$ cat config.mk
export PLATFORM = sky130hd
export DESIGN_NAME = pwft_track
export DESIGN_NICKNAME = d
export VERILOG_FILES = /design/src/design/pwft_pkg.sv /design/src/design/pwft_track.sv
export SDC_FILE = /design/constraint.sdc
export NUM_CORES = 1
export LEC_CHECK = 0
export BUFFER_PORTS_ARGS = -buffer_cell sky130_fd_sc_hd__buf_4
export CAP_MARGIN = 0
export CORE_ASPECT_RATIO = 1.2
export CORE_MARGIN = 5
export CORE_UTILIZATION = 50
export DETAILED_ROUTE_END_ITERATION = 10
export HOLD_SLACK_MARGIN = 0.08
export PLACE_DENSITY_LB_ADDON = 0.15
export SYNTH_ARGS = -nofsm -noshare
export SYNTH_HDL_FRONTEND = slang
export SYNTH_SLANG_ARGS = --single-unit
$ cat constraint.sdc
create_clock -name clk -period 7.14 [get_ports clk]
set_clock_uncertainty 0.1 [all_clocks]
set_input_delay 1.428 -clock clk [delete_from_list [all_inputs] [get_ports clk]]
set_output_delay 1.428 -clock clk [all_outputs]
set_load 0.02 [all_outputs]
$ cat src/design/pwft_pkg.sv
`timescale 1ns / 1ps
`default_nettype none

package pwft_pkg;

  // Default sizes of the sample path and of the sample counters.
  localparam int SAMPLE_BITS_DEF = 16;
  localparam int COUNT_BITS_DEF  = 16;

  // Coefficient format, register data width and register index width.
  localparam int COEF_W    = 16;
  localparam int CFG_W     = 16;
  localparam int CFG_IDX_W = 3;

  // Register indexes of the configuration port.
  localparam logic [CFG_IDX_W-1:0] REG_COEF_B0    = 3'd0;
  localparam logic [CFG_IDX_W-1:0] REG_COEF_B1    = 3'd1;
  localparam logic [CFG_IDX_W-1:0] REG_COEF_B2    = 3'd2;
  localparam logic [CFG_IDX_W-1:0] REG_COEF_A1    = 3'd3;
  localparam logic [CFG_IDX_W-1:0] REG_COEF_A2    = 3'd4;
  localparam logic [CFG_IDX_W-1:0] REG_LEARN_LEN  = 3'd5;
  localparam logic [CFG_IDX_W-1:0] REG_FLAT_THR   = 3'd6;

  // Register values after reset.
  localparam logic signed [COEF_W-1:0] COEF_B0_RST = 16'sd827;
  localparam logic signed [COEF_W-1:0] COEF_B1_RST = 16'sd44;
  localparam logic signed [COEF_W-1:0] COEF_B2_RST = 16'sd827;
  localparam logic signed [COEF_W-1:0] COEF_A1_RST = -16'sd24597;
  localparam logic signed [COEF_W-1:0] COEF_A2_RST = 16'sd9914;
  localparam logic [CFG_W-1:0]         LEARN_LEN_RST = 16'd500;
  localparam logic [CFG_W-1:0]         FLAT_THR_RST  = 16'd2;

  // Fixed-point layout: filtered values carry 8 fraction bits, the
  // coefficients 14.
  localparam int FILT_FRAC   = 8;
  localparam int COEF_FRAC   = 14;

  // Feature detection constants.
  localparam int NOTCH_MIN_TICKS = 10;
  localparam int VALLEY_TICK_MUL = 100;
  localparam int VALLEY_RLX_MUL  = 66;

  // Depth of the queue between the front end and the filter.
  localparam int QUEUE_DEPTH = 2;

  typedef struct packed {
    logic signed [COEF_W-1:0] b0;
    logic signed [COEF_W-1:0] b1;
    logic signed [COEF_W-1:0] b2;
    logic signed [COEF_W-1:0] a1;
    logic signed [COEF_W-1:0] a2;
    logic [CFG_W-1:0]         learn_length;
    logic [CFG_W-1:0]         flat_threshold;
  } cfg_t;

  typedef struct packed {
    logic full;
    logic empty;
  } q_status_t;

  typedef enum logic [2:0] {
    PH_BOTTOM = 3'b001,
    PH_TOP    = 3'b010,
    PH_CLOSED = 3'b100
  } phase_t;

  // Codes of the phase output.
  localparam logic [1:0] PHASE_CODE_BOTTOM = 2'd0;
  localparam logic [1:0] PHASE_CODE_TOP    = 2'd1;
  localparam logic [1:0] PHASE_CODE_CLOSED = 2'd2;

  function automatic logic [1:0] phase_code(input phase_t ph);
    logic [1:0] code;
    case (ph)
      PH_BOTTOM: code = PHASE_CODE_BOTTOM;
      PH_TOP:    code = PHASE_CODE_TOP;
      PH_CLOSED: code = PHASE_CODE_CLOSED;
      default:   code = PHASE_CODE_BOTTOM;
    endcase
    return code;
  endfunction

endpackage

`default_nettype wire

$ cat src/design/pwft_track.sv
`timescale 1ns / 1ps
`default_nettype none

// Feature tracker: learning window, peak, valve-closure and valley
// detection. The tracker state doubles as the output register.
module pwft_track #(
  parameter int SAMPLE_BITS = pwft_pkg::SAMPLE_BITS_DEF,
  parameter int COUNT_BITS  = pwft_pkg::COUNT_BITS_DEF
) (
  input  logic                                              clk,
  input  logic                                              rst_n,
  input  pwft_pkg::cfg_t                                    cfg,
  input  logic                                              f_valid,
  input  logic signed [SAMPLE_BITS+pwft_pkg::FILT_FRAC-1:0] f_y,
  input  logic signed [SAMPLE_BITS+pwft_pkg::FILT_FRAC-1:0] f_yback,
  output logic                                              trk_ready,
  output logic                                              out_valid,
  input  logic                                              out_stall,
  output logic [1:0]                                        out_phase,
  output logic                                              out_learned,
  output logic [SAMPLE_BITS-1:0]                            out_filtered_level,
  output logic [SAMPLE_BITS-1:0]                            out_peak_level,
  output logic [SAMPLE_BITS-1:0]                            out_trough_level,
  output logic [SAMPLE_BITS-1:0]                            out_mean_level,
  output logic [COUNT_BITS-1:0]                             out_beat_period,
  output logic [COUNT_BITS-1:0]                             out_notch_offset,
  output logic [COUNT_BITS-1:0]                             out_relax_span
);

  localparam int FILT_W  = SAMPLE_BITS + pwft_pkg::FILT_FRAC;
  localparam int SLOPE_W = FILT_W + 1;
  localparam int MAG_W   = SLOPE_W - pwft_pkg::FILT_FRAC;
  localparam int MC_W    = (MAG_W > pwft_pkg::CFG_W) ? MAG_W : pwft_pkg::CFG_W;
  localparam int LC_W    = (COUNT_BITS > pwft_pkg::CFG_W) ? COUNT_BITS : pwft_pkg::CFG_W;
  localparam int V_W     = COUNT_BITS + 8;

  // State and output registers.
  pwft_pkg::phase_t          phase_r, phase_nxt;
  logic                      learned_r, learned_nxt;
  logic                      notch_seen_r, notch_seen_nxt;
  logic signed [SLOPE_W-1:0] prev_slope_r, prev_slope_nxt;
  logic [COUNT_BITS-1:0]     tick_r, tick_nxt;
  logic [SAMPLE_BITS-1:0]    level_r;
  logic [SAMPLE_BITS-1:0]    peak_r, peak_nxt;
  logic [SAMPLE_BITS-1:0]    trough_r, trough_nxt;
  logic [SAMPLE_BITS-1:0]    mean_r, mean_nxt;
  logic [COUNT_BITS-1:0]     period_r, period_nxt;
  logic [COUNT_BITS-1:0]     notch_r, notch_nxt;
  logic [COUNT_BITS-1:0]     relax_r, relax_nxt;
  logic                      out_valid_r;

  // Per-item values.
  logic                      take;
  logic signed [SLOPE_W-1:0] slope;
  logic [SLOPE_W-1:0]        slope_abs;
  logic [MAG_W-1:0]          mag;
  logic [SAMPLE_BITS-1:0]    level;
  logic                      slope_pos, slope_neg, prev_pos, prev_neg, sign_flip;
  logic [COUNT_BITS-1:0]     tick_inc;
  logic [SAMPLE_BITS:0]      pl_sum;
  logic [SAMPLE_BITS-1:0]    pl_mean;
  logic                      learn_done, peak_hit, valley_hit, notch_hit;
  logic [V_W-1:0]            valley_lhs, valley_rhs;

  assign trk_ready = !out_valid_r || !out_stall;
  assign take      = f_valid && trk_ready;

  assign slope     = SLOPE_W'(f_y) - SLOPE_W'(f_yback);
  assign slope_neg = slope[SLOPE_W-1];
  assign slope_pos = !slope[SLOPE_W-1] && (slope != '0);
  assign prev_neg  = prev_slope_r[SLOPE_W-1];
  assign prev_pos  = !prev_slope_r[SLOPE_W-1] && (prev_slope_r != '0);
  assign sign_flip = (prev_neg && slope_pos) || (prev_pos && slope_neg);
  assign slope_abs = slope_neg ? SLOPE_W'(-slope) : SLOPE_W'(slope);
  assign mag       = slope_abs[SLOPE_W-1:pwft_pkg::FILT_FRAC];

  // Integer part of the filtered value; negative values read as zero.
  assign level = f_y[FILT_W-1] ? '0 : {1'b0, f_y[FILT_W-2:pwft_pkg::FILT_FRAC]};

  assign tick_inc = (tick_r == '1) ? tick_r : tick_r + COUNT_BITS'(1);

  // The mean is always formed from the current peak and the new trough,
  // which is this sample's level in both places that update it.
  assign pl_sum  = {1'b0, peak_r} + {1'b0, level};
  assign pl_mean = pl_sum[SAMPLE_BITS:1];

  assign learn_done = LC_W'(tick_inc) >= LC_W'(cfg.learn_length);

  assign peak_hit = (level > mean_r) && (tick_r > (period_r >> 1))
                    && (phase_r == pwft_pkg::PH_BOTTOM);

  assign valley_lhs = V_W'(tick_r) * V_W'(pwft_pkg::VALLEY_TICK_MUL);
  assign valley_rhs = V_W'(notch_r) * V_W'(pwft_pkg::VALLEY_TICK_MUL)
                    + V_W'(relax_r) * V_W'(pwft_pkg::VALLEY_RLX_MUL);
  assign valley_hit = (valley_lhs > valley_rhs)
                      && ({tick_r, 1'b0} > {1'b0, period_r})
                      && slope_pos && (phase_r == pwft_pkg::PH_CLOSED);

  assign notch_hit = !notch_seen_r && (phase_r == pwft_pkg::PH_TOP)
                     && (MC_W'(mag) < MC_W'(cfg.flat_threshold))
                     && (tick_r > COUNT_BITS'(pwft_pkg::NOTCH_MIN_TICKS));

  always_comb begin
    phase_nxt      = phase_r;
    learned_nxt    = learned_r;
    notch_seen_nxt = notch_seen_r;
    prev_slope_nxt = prev_slope_r;
    tick_nxt       = tick_r;
    peak_nxt       = peak_r;
    trough_nxt     = trough_r;
    mean_nxt       = mean_r;
    period_nxt     = period_r;
    notch_nxt      = notch_r;
    relax_nxt      = relax_r;
    if (learned_r) begin
      prev_slope_nxt = slope;
      if (sign_flip) begin
        // The counter holds still on a slope sign change, unless a peak resets it.
        if (peak_hit) begin
          peak_nxt       = level;
          phase_nxt      = pwft_pkg::PH_TOP;
          period_nxt     = tick_r;
          tick_nxt       = '0;
          notch_seen_nxt = 1'b0;
        end else if (valley_hit) begin
          trough_nxt = level;
          mean_nxt   = pl_mean;
          phase_nxt  = pwft_pkg::PH_BOTTOM;
          relax_nxt  = tick_r - notch_r;
        end
      end else begin
        if (notch_hit) begin
          notch_seen_nxt = 1'b1;
          phase_nxt      = pwft_pkg::PH_CLOSED;
          notch_nxt      = tick_r;
        end
        tick_nxt = tick_inc;
      end
    end else begin
      if (learn_done) begin
        learned_nxt = 1'b1;
        tick_nxt    = '0;
      end else begin
        tick_nxt = tick_inc;
        if (level > peak_r) begin
          peak_nxt = level;
        end else if (level < trough_r) begin
          trough_nxt = level;
          mean_nxt   = pl_mean;
        end
      end
    end
  end

  always_ff @(posedge clk) begin
    if (!rst_n) begin
      phase_r      <= pwft_pkg::PH_BOTTOM;
      learned_r    <= 1'b0;
      notch_seen_r <= 1'b0;
      prev_slope_r <= '0;
      tick_r       <= '0;
      peak_r       <= '0;
      trough_r     <= '1;
      mean_r       <= '0;
      period_r     <= '0;
      notch_r      <= '0;
      relax_r      <= '0;
      out_valid_r  <= 1'b0;
    end else begin
      if (take) begin
        phase_r      <= phase_nxt;
        learned_r    <= learned_nxt;
        notch_seen_r <= notch_seen_nxt;
        prev_slope_r <= prev_slope_nxt;
        tick_r       <= tick_nxt;
        peak_r       <= peak_nxt;
        trough_r     <= trough_nxt;
        mean_r       <= mean_nxt;
        period_r     <= period_nxt;
        notch_r      <= notch_nxt;
        relax_r      <= relax_nxt;
      end
      if (trk_ready) begin
        out_valid_r <= f_valid;
      end
    end
  end

  always_ff @(posedge clk) begin
    if (take) begin
      level_r <= level;
    end
  end

  assign out_valid          = out_valid_r;
  assign out_phase          = pwft_pkg::phase_code(phase_r);
  assign out_learned        = learned_r;
  assign out_filtered_level = level_r;
  assign out_peak_level     = peak_r;
  assign out_trough_level   = trough_r;
  assign out_mean_level     = mean_r;
  assign out_beat_period    = period_r;
  assign out_notch_offset   = notch_r;
  assign out_relax_span     = relax_r;

endmodule

`default_nettype wire

* Word-level counts from Yosys, hierarchy flattened
Cells that the tools add are included.
Widths: inputs -> output; s select.
** Word-level totals
- Word-level logic and storage cells :: 116
- Output and inout bits :: 117
- Input bits :: 164
- Register bits :: 159
** Operators by class
- Reductions and logical operators :: 34
- $add $sub $neg :: 6
- Eq/ne operators :: 13
- Multipliers :: 3
- Magnitude comparators :: 9
- Bitwise operators :: 2
- Mux-type cells :: 36
** Operator list (number)
- $mux 16 :: 24
- $reduce_bool 25->1 :: 2
- $mul 16x5->21 const B :: 2
- $gt 15x16->1 :: 2
- $mux 25 :: 1
- $neg 25->25 :: 1
- $sub 24x24->25 :: 1
- $add 23x23->24 :: 1
- $gt 23x24->1 :: 1
- $mul 16x6->22 const B :: 1
- $add 16x15->17 :: 1
- $gt 17x16->1 :: 1
- $lt 17x16->1 :: 1
- $add 16x1->16 const B :: 1
- $eq 16x16->1 const B :: 1
- $ge 16x16->1 :: 1
- $gt 16x15->1 :: 1
- $gt 16x4->1 const B :: 1
- $lt 15x16->1 :: 1
- $reduce_and 4->1 :: 4
- $sub 16x16->16 :: 1
- $mux 15 :: 1
- $logic_and 1x1->1 :: 13
- $mux 3 :: 4
- other kinds (16) :: 35

* Logic depth before layout (Yosys ltp)
Gate-level depths: netlist of run 1.
- Depth in word-level cells :: 10
- Mapped depth :: 35

* Worst setup path before layout of run 1
OpenSTA, ideal clock, no wires.
- Kind :: register -> register
- Start :: register notch_r[1], in the netlist out_notch_offset[1]
- End :: register trough_r[10], in the netlist out_trough_level[10]
- Data required time :: 6.899 ns
- Data arrival time :: 7.124 ns
- Library setup time :: 0.141 ns
- Period minus slack after synthesis :: 7.365 ns
- Stages on the path, launching flop included :: 34
- Path slack :: -0.225 ns
- Cells stage by stage :: dfxtp_1 -> ha_1 -> ha_1 -> ha_1 -> fa_1 -> a21o_1 -> a21oi_1 -> o21bai_1 -> a21oi_1 -> o21bai_1 -> a41o_1 -> nor2_1 -> xnor2_1 -> ha_1 -> a21o_1 -> a21oi_1 -> o2111ai_1 -> a31o_2 -> a21o_1 -> a21o_1 -> a21oi_1 -> xor2_1 -> ha_1 -> nor2_1 -> nor2_1 -> nand3_1 -> a311oi_1 -> o211ai_1 -> nor4bb_1 -> nand2_1 -> o21a_1 -> nor2_1 -> clkbuf_1 -> o211ai_1
** On the way
- Word-level cells in the longest chain between the ends :: 8
** RTL lines
- from (decl) :: RTL line pwft_track.sv:48 : logic [COUNT_BITS-1:0] notch_r, notch_nxt;
- from (signal assigned) :: RTL line pwft_track.sv:180 : notch_r <= notch_nxt;
- $mul 16x5->21 :: RTL line pwft_track.sv:93 : assign valley_rhs = V_W'(notch_r) * V_W'(pwft_pkg::VALLEY_TICK_MUL)
- $add 23x23->24 :: RTL line pwft_track.sv:94 : + V_W'(relax_r) * V_W'(pwft_pkg::VALLEY_RLX_MUL);
- $gt 23x24->1 :: RTL line pwft_track.sv:95 : assign valley_hit = (valley_lhs > valley_rhs)
- $logic_and 1x1->1 :: RTL line pwft_track.sv:96 : && ({tick_r, 1'b0} > {1'b0, period_r})
- $logic_and 1x1->1 (2 in series) :: RTL line pwft_track.sv:97 : && slope_pos && (phase_r == pwft_pkg::PH_CLOSED);
- $ne 2x1->1 (no line)
- $reduce_and 7->1 (no line)
- to (signal assigned) :: RTL line pwft_track.sv:177 : trough_r <= trough_nxt;
- to (decl) :: RTL line pwft_track.sv:45 : logic [SAMPLE_BITS-1:0] trough_r, trough_nxt;
No other way between the ends.
A chain may end at the register's enable or synchronous reset.

* Final worst setup path of run 1
- Start :: register notch_r[3], in the netlist out_notch_offset[3]
- End :: register relax_r[12], in the netlist out_relax_span[12]
** On the way
- Word-level cells in the longest chain between the ends :: 7
** RTL lines
- $mul 16x5->21 :: RTL line pwft_track.sv:93
- $add 23x23->24 :: RTL line pwft_track.sv:94
- $gt 23x24->1 :: RTL line pwft_track.sv:95
- $logic_and 1x1->1 :: RTL line pwft_track.sv:96
- $logic_and 1x1->1 (2 in series) :: RTL line pwft_track.sv:97
- $reduce_and 5->1 (no line)
- to (signal assigned) :: RTL line pwft_track.sv:181 : relax_r <= relax_nxt;
- to (decl) :: RTL line pwft_track.sv:49 : logic [COUNT_BITS-1:0] relax_r, relax_nxt;
Parallel ways exist; a longest one is shown, timed or not.

==> results of run 1 <==
-- cell type report --
type | count | share of cell area, %
multi-input cells | 1608 | 61.99
clock inverters | 14 | 0.7301
inverters | 289 | 5.275
repair buffers | 293 | 11.18
flip-flops and latches | 156 | 15.96
well taps | 456 | 2.775
clock buffers | 18 | 2.087
-- layer usage --
metal | vias to the layer above | global-route usage, % | share of wire, %
met5 | - | 0 | 0
met4 | 0 | 9.879 | 3.6
met3 | 79 | 4.834 | 4.5
met2 | 304 | 46.97 | 51
met1 | 7475 | 29.44 | 41
li1 | 7908 | - | -
-- registers in the layout, summed over array words and instances, names as in the netlist --
signal,cells
prev_slope_r,25
out_beat_period,16
out_notch_offset,16
out_relax_span,16
out_trough_level,16
tick_r,16
out_filtered_level,15
out_mean_level,15
out_peak_level,15
phase_r,3
notch_seen_r,1
out_learned,1
out_valid,1
-- per-stage QoR --
stage | hold WS (ns) | power, mW | instances
finish | 0.3579 | 2.661 | 2834
global placement | 0.3444 | 1.726 | 2791
CTS | 0.3593 | 2.680 | 2830
floorplan | 0.3363 | 1.483 | 2115
detailed placement | 0.3504 | 1.742 | 2791
global route | 0.3814 | 2.809 | 2834
-- cells in the final DEF, fill, tap and decap left out, types with 15 or more instances in the layout --
master     count
nor4_1        17
ha_1         336
nor3_1        22
nor2b_1       31
clkbuf_16     17
fa_1          26
o21ai_0       64
nand3_1       53
o21a_1        23
xor2_1        40
a211oi_1      33
mux2i_1       61
o211ai_1      25
inv_1        287
dfxtp_1      136
o21bai_1      24
buf_4        281
nor2_1       158
nand4_1       24
edfxtp_1      15
xnor2_1       86
nand2_1      160
a21oi_1      142
a21o_1        45
nand2b_1      21
-- worst max-delay path: cells and delay by family, from the launching register on --
| kind | cells | cell delay [ns] |
|---|---|---|
| AO/OA/AOI/OAI | 15 | 2.68 |
| XOR/XNOR | 2 | 0.23 |
| adder cells (fa/ha/maj) | 6 | 1.89 |
| buffers and inverters | 4 | 0.67 |
| flip-flops | 1 | 0.36 |
| multiplexers | 1 | 0.15 |
| AND/OR/NAND/NOR | 7 | 0.85 |
-- power groups by stage --
stage / logic (mW) / clock network (mW) / registers (mW)
4_1_cts: 0.786 / 0.951 / 0.943
3_5_place_dp: 0.780 / 0 / 0.962
3_3_place_gp: 0.764 / 0 / 0.962
2_1_floorplan: 0.489 / 0 / 0.994
5_1_grt: 0.877 / 0.985 / 0.947
6_report: 0.788 / 0.930 / 0.942
-- worst max path at each step --
stage | cells past startpoint | from | slack, ns | end
5_1_grt | 35 | out_notch_offset[3] | -0.37 | out_mean_level[14]
4_1_cts | 34 | out_notch_offset[2] | 0.001 | out_relax_span[3]
3_5_place_dp | 32 | out_notch_offset[1] | -0.25 | out_relax_span[14]
3_3_place_gp | 32 | out_notch_offset[2] | -0.1 | out_relax_span[14]
2_1_floorplan | 33 | out_notch_offset[3] | 0.01 | out_trough_level[10]
6_report | 35 | out_notch_offset[3] | 0.08 | out_relax_span[12]
-- kinds of logic (layout without fill, tap and decap cells) --
logic type,after synthesis,after routing,synth area share [%]
flops,156,156,19.04
buf+inv,351,614,8.028
simple gates,554,554,15.42
other cells,1,3,0.02181
compound gates,490,490,19.15
mux,63,63,3.676
fa+ha+maj,372,372,28.24
xor+xnor,126,126,6.420
-- repair_timing --
item                       CTS  global route
pin swaps                   14            37
setup endpoints to repair   47            50
setup buffers                6             4
gates resized for setup     24            38
gates cloned                 1             0
==> results.json, run 1 <==
{
  "register_area_um2": 3282,
  "switching_power_mw": 0.9179,
  "fin_crit_ns": 7.064,
  "swShare_pct": 34.50,
  "nNetsFinal": 2900,
  "synth_top_area_share_pct": 25.04,
  "wl_um": 49040,
  "drc": 0,
  "port_buffers": 197,
  "cts_tree": "yes",
  "yosys-top-cells-count": "ha_1 (344), inv_1 (289), nand2_1 (161), nor2_1 (159), a21oi_1 (152)",
  "via_per_inst": 5.563,
  "ir_worst_vdd_mv": 0.1560,
  "regToRegSetupSlack_ns": 0.08,
  "crit_type": "register to register",
  "cts_buffers": 17,
  "ioPinCount": 281,
  "hpwlAfterDp_um": 39490,
  "cp_data_required_time_ns": 7.37,
  "async_reset_ff_share_pct": 0,
  "yosysMostFrequentCell": "ha_1",
  "grt_max_degree": 66,
  "pwr-share-comb_pct": 29.6,
  "p_seq_share_pct": 35.4,
  "r2r-end": "out_relax_span[12]",
  "synth_flop_cell": "dfxtp_1",
  "setup_tns_ns": 0,
  "p_per_area_nw_per_um2": 129.4,
  "final_antenna_net_count": 0,
  "initial_core_util_pct": 50.59,
  "wl_per_cell_um": 17.30,
  "areaGrowthSynthToFinish_pct": 19.62,
  "drtIter0Drc": 924,
  "crit_fanout": 7,
  "rows": 74,
  "hold_start": "prev_slope_r[4]",
  "coreArea_um2": 33980,
  "syn_area_um2": 17190,
  "cts_sinks": 156,
  "gp_congestion": 0.9292,
  "diodes": 0,
  "final_util_pct": 60.52,
  "grt_pass1_vias": 15952,
  "synth_seq_cells": 156,
  "synth_area_leader_cell": "ha_1",
  "synth.avg_cell_area_um2": 8.135,
  "rsz0062_at_grt": "true",
  "end_kind": "register",
  "reg2reg_from": "out_notch_offset[3]",
  "cpPeakStageDelay_ns": 0.59,
  "maxCapViolations": 0,
  "setup_viol_count_final": 0,
  "p_int_mw": 1.743,
  "synth_cells": 2113,
  "nFillCells": 3105,
  "worst_pin_slew_ns": 1.050,
  "drive_gt1_share_pct": 16.48,
  "fmax_mhz": 141.6,
  "reg2reg_depth": 35,
  "ctsHoldBuffers": 0,
  "clock_latency_ns": 0.46,
  "grt_first_pass_wirelength_um": 78930,
  "pre_cts_slack_ns": -0.2547,
  "synth_warnings": 0,
  "start_kind": "register",
  "hold_path.class": "register to register",
  "h-tree-depth": 4,
  "grt_usage_pct": 25.68,
  "dieArea_um2": 38200,
  "crit_slowest_cell": "fa_1",
  "period_share_pct": 98.94,
  "root_buffer": "clkbuf_16",
  "dr_total_vias": 15766,
  "p_leak_nw": 10.61,
  "whs_path_depth": 2,
  "slew_viol_final": 0,
  "drt-pass1-iter-count": 5,
  "fin_ws_ns": 0.07598,
  "synth-edff-count": 15,
  "ys_seq_area_share_pct": 19.04,
  "hold_violations": 0,
  "synth_area_leaders": "ha_1 (25%), dfxtp_1 (16%), inv_1 (6.3%), a21oi_1 (4.4%), xnor2_1 (4.4%)",
  "dpl_cell_area_um2": 19650,
  "arrival_ns": 7.30,
  "hold_end": "prev_slope_r[4]",
  "clk_path_buf_depth": 2,
  "path_clk_slew_ns": 0.08,
  "die_h_um": 213.1,
  "stdcell_area_um2": 20560,
  "die_w_um": 179.3,
  "synth_cell_types": 84,
  "clockPowerShare_pct": 35.0,
  "relSlewSlack_pct": 29.99,
  "overflow": 0,
  "status": "finished, final reports clean",
  "antenna_found_initial": 0,
  "multi_input_area_um2": 12750
}
No activity file was read; power rests on OpenSTA's default activity.
==> run 2, diff against run 1 <==
- ABC_AREA: unset -> 1
- PLACE_DENSITY: unset -> 0.75
- PLACE_DENSITY_LB_ADDON: 0.15 -> unset
==> run 2 against run 1 <==
Non-clock buffer count decreased by 67. Combinational power increased by 60%. Synthesized cell count increased by 24%. Critical path depth increased by 3. Critical path type unchanged. Highest routed layer unchanged. Power increased by 20%. Fmax increased by 5.7%. Final cell count increased by 16%. Core utilization decreased by 2.3 points. Clock-buffer cell count decreased by 1.
==> results.json, run 2 <==
{
  "cts_tree": "yes",
  "die_w_um": 181.9,
  "cts_sinks": 156,
  "start_kind": "register",
  "arrival_ns": 6.92,
  "pre_cts_slack_ns": 0.2915,
  "antenna_found_initial": 0,
  "final_antenna_net_count": 0,
  "fin_ws_ns": 0.4569,
  "synth-edff-count": 15,
  "yosys.area_share.adder_pct": 27.34,
  "period_share_pct": 93.60,
  "ys_seq_area_share_pct": 18.47,
  "synth_cells": 2614,
  "synth_cell_types": 53,
  "nFillCells": 3334,
  "async_reset_ff_share_pct": 0,
  "finalPower_mw": 3.181,
  "via_per_inst": 5.237,
  "worst_pin_slew_ns": 0.8762,
  "overflow": 0,
  "cts_buffers": 17,
  "slew_viol_final": 0,
  "wl_per_cell_um": 15.22,
  "clk_path_buf_depth": 2,
  "crit_slowest_cell": "fa_1",
  "initial_core_util_pct": 50.63,
  "path_clk_slew_ns": 0.07,
  "synth_area_leader_cell": "ha_1",
  "ioPinCount": 281,
  "clock_latency_ns": 0.45,
  "post-place-cells": 3259,
  "synth_compound_area_share_pct": 11.70,
  "setup_viol_count_final": 0,
  "drtIter0Drc": 812,
  "grt_max_degree": 80,
  "gp_congestion": 0.9822,
  "synth_top_family_by_area": "adder cells",
  "fmax_mhz": 149.6,
  "largest_reg_flops": 25,
  "synth_area_leaders": "ha_1 (24%), dfxtp_1 (16%), nand2_1 (12%), inv_1 (11%), a21oi_1 (5.5%)",
  "synth_xor_area_share_pct": 6.072,
  "hold_path.class": "register to register",
  "register_area_um2": 3274,
  "end_kind": "register",
  "crit_type": "register to register",
  "dieArea_um2": 39320,
  "ir_worst_vdd_mv": 0.1616,
  "dr_total_vias": 17235,
  "syn_area_um2": 17720,
  "synth_seq_cells": 156,
  "synth_flop_cell": "dfxtp_1",
  "crit_top_cell": "nand2_1",
  "h-tree-depth": 4,
  "max_flop_register": "prev_slope_r",
  "grt_first_pass_wirelength_um": 81030,
  "cts_setup_buffers": 0,
  "diodes": 0,
  "root_buffer": "clkbuf_16",
  "layout_commonest_cell": "nand2_1",
  "hold_violations": 0,
  "cpPeakStageDelay_ns": 0.49,
  "multi_input_area_um2": 12280,
  "synth.area.mux_share_pct": 0,
  "p_per_area_nw_per_um2": 156.2,
  "yosysMostFrequentCell": "nand2_1",
  "yosys-top-cells-count": "nand2_1 (544), inv_1 (509), ha_1 (344), nor2_1 (254), a21oi_1 (194)",
  "synth.avg_cell_area_um2": 6.780,
  "crit_family": "adder cells",
  "crit_fanout": 11,
  "drt-pass1-iter-count": 5,
  "final_util_pct": 58.19,
  "die_h_um": 216.2,
  "final_cell_mix": "nand2_1 (544), inv_1 (509), ha_1 (344)",
  "drc": 0,
  "areaGrowthSynthToFinish_pct": 14.92,
  "nNetsFinal": 3351,
  "synth_top_area_share_pct": 24.29,
  "cp_data_required_time_ns": 7.38,
  "relSlewSlack_pct": 41.37,
  "rows": 75,
  "maxCapViolations": 0,
  "synth_warnings": 0,
  "crit_buf_inv": 5,
  "coreArea_um2": 35000,
  "wl_um": 50090,
  "status": "finished, final reports clean",
  "grt_pass1_vias": 17029,
  "p_leak_nw": 11.58,
  "hpwlAfterDp_um": 41320,
  "fin_crit_ns": 6.683,
  "grt_usage_pct": 24.91,
  "port_buffers": 197,
  "final_cells": 3291,
  "drive_gt1_share_pct": 10.22,
  "synth-simple-area-share_pct": 24.08
}
run 2: changes by cell type in the layout (fill, tap and decap cells not counted), moves of 32 or more:
cell and delta:
xor2_1 +52, inv_1 +222, xnor2_1 -57, a21o_1 -39, a21oi_1 +51, o21ai_0 +32
nand3_1 +70, nand2_1 +384, mux2i_1 -61, buf_4 -56, nor2_1 +95
run 2: area by class of cell:
cell class	count	area share [%]
repair buffers	226	8.392
multi-input cells	1897	60.31
clock buffers	17	2.089
inverters	518	9.553
clock inverters	15	0.7433
flip-flops and latches	156	16.08
well taps	462	2.838
run 2: cells by family after synthesis:
| family | after synthesis |
|---|---|
| AND/OR/NAND/NOR | 1024 |
| flip-flops | 156 |
| buffers and inverters | 563 |
| AO/OA/AOI/OAI | 377 |
| XOR/XNOR | 122 |
| other | 1 |
| adder cells (fa/ha/maj) | 371 |
run 2: timing repair:
action	CTS	global route
gates resized for setup	0	6
hold buffers	0	0
endpoints found under the setup margin	0	50
run 2: path summary, 6_finish.rpt:
path	startpoint	end	slack (ns)	cells after the start
min reg2reg	notch_seen_r	notch_seen_r	0.36	2
max	out_notch_offset[3]	out_relax_span[11]	0.46	38
min	notch_seen_r	notch_seen_r	0.36	2
max reg2reg	out_notch_offset[3]	out_relax_span[11]	0.46	38
run 2: power by group:
| part | internal, mW | total, mW | switching, mW |
|---|---|---|---|
| Sequential | 0.933 | 0.989 | 0.0564 |
| Clock | 0.494 | 0.927 | 0.433 |
| Combinational | 0.473 | 1.26 | 0.792 |
run 2: per-stage QoR:
| step | hold slack, ns | TNS (ns) | area, um2 |
|---|---|---|---|
| 2_1_floorplan | 0.3258 | 0 | 17730 |
| 3_3_place_gp | 0.3463 | 0 | 19780 |
| 3_5_place_dp | 0.3522 | 0 | 19780 |
| 4_1_cts | 0.3635 | 0 | 20360 |
| 5_1_grt | 0.3911 | -0.6425 | 20370 |
| 6_report | 0.3578 | 0 | 20370 |
run 2: worst register-to-register path, delay by kind of cell, from the launching register on:
family | cells | cell delay, ns
adder cells (fa/ha/maj) | 6 | 2.07
AND/OR/NAND/NOR | 18 | 2.07
AO/OA/AOI/OAI | 7 | 1.17
buffers and inverters | 5 | 0.55
flip-flops | 1 | 0.32
XOR/XNOR | 2 | 0.31
run 2: per-layer routing:
layer  GRT usage [%]  up-vias  share of wire (%)
met5               0        -                  0
met4           9.359        0                3.4
met3           4.813      103                6.1
met2           46.53      448                 51
met1           27.78     7886                 40
li1                -     8798                  -
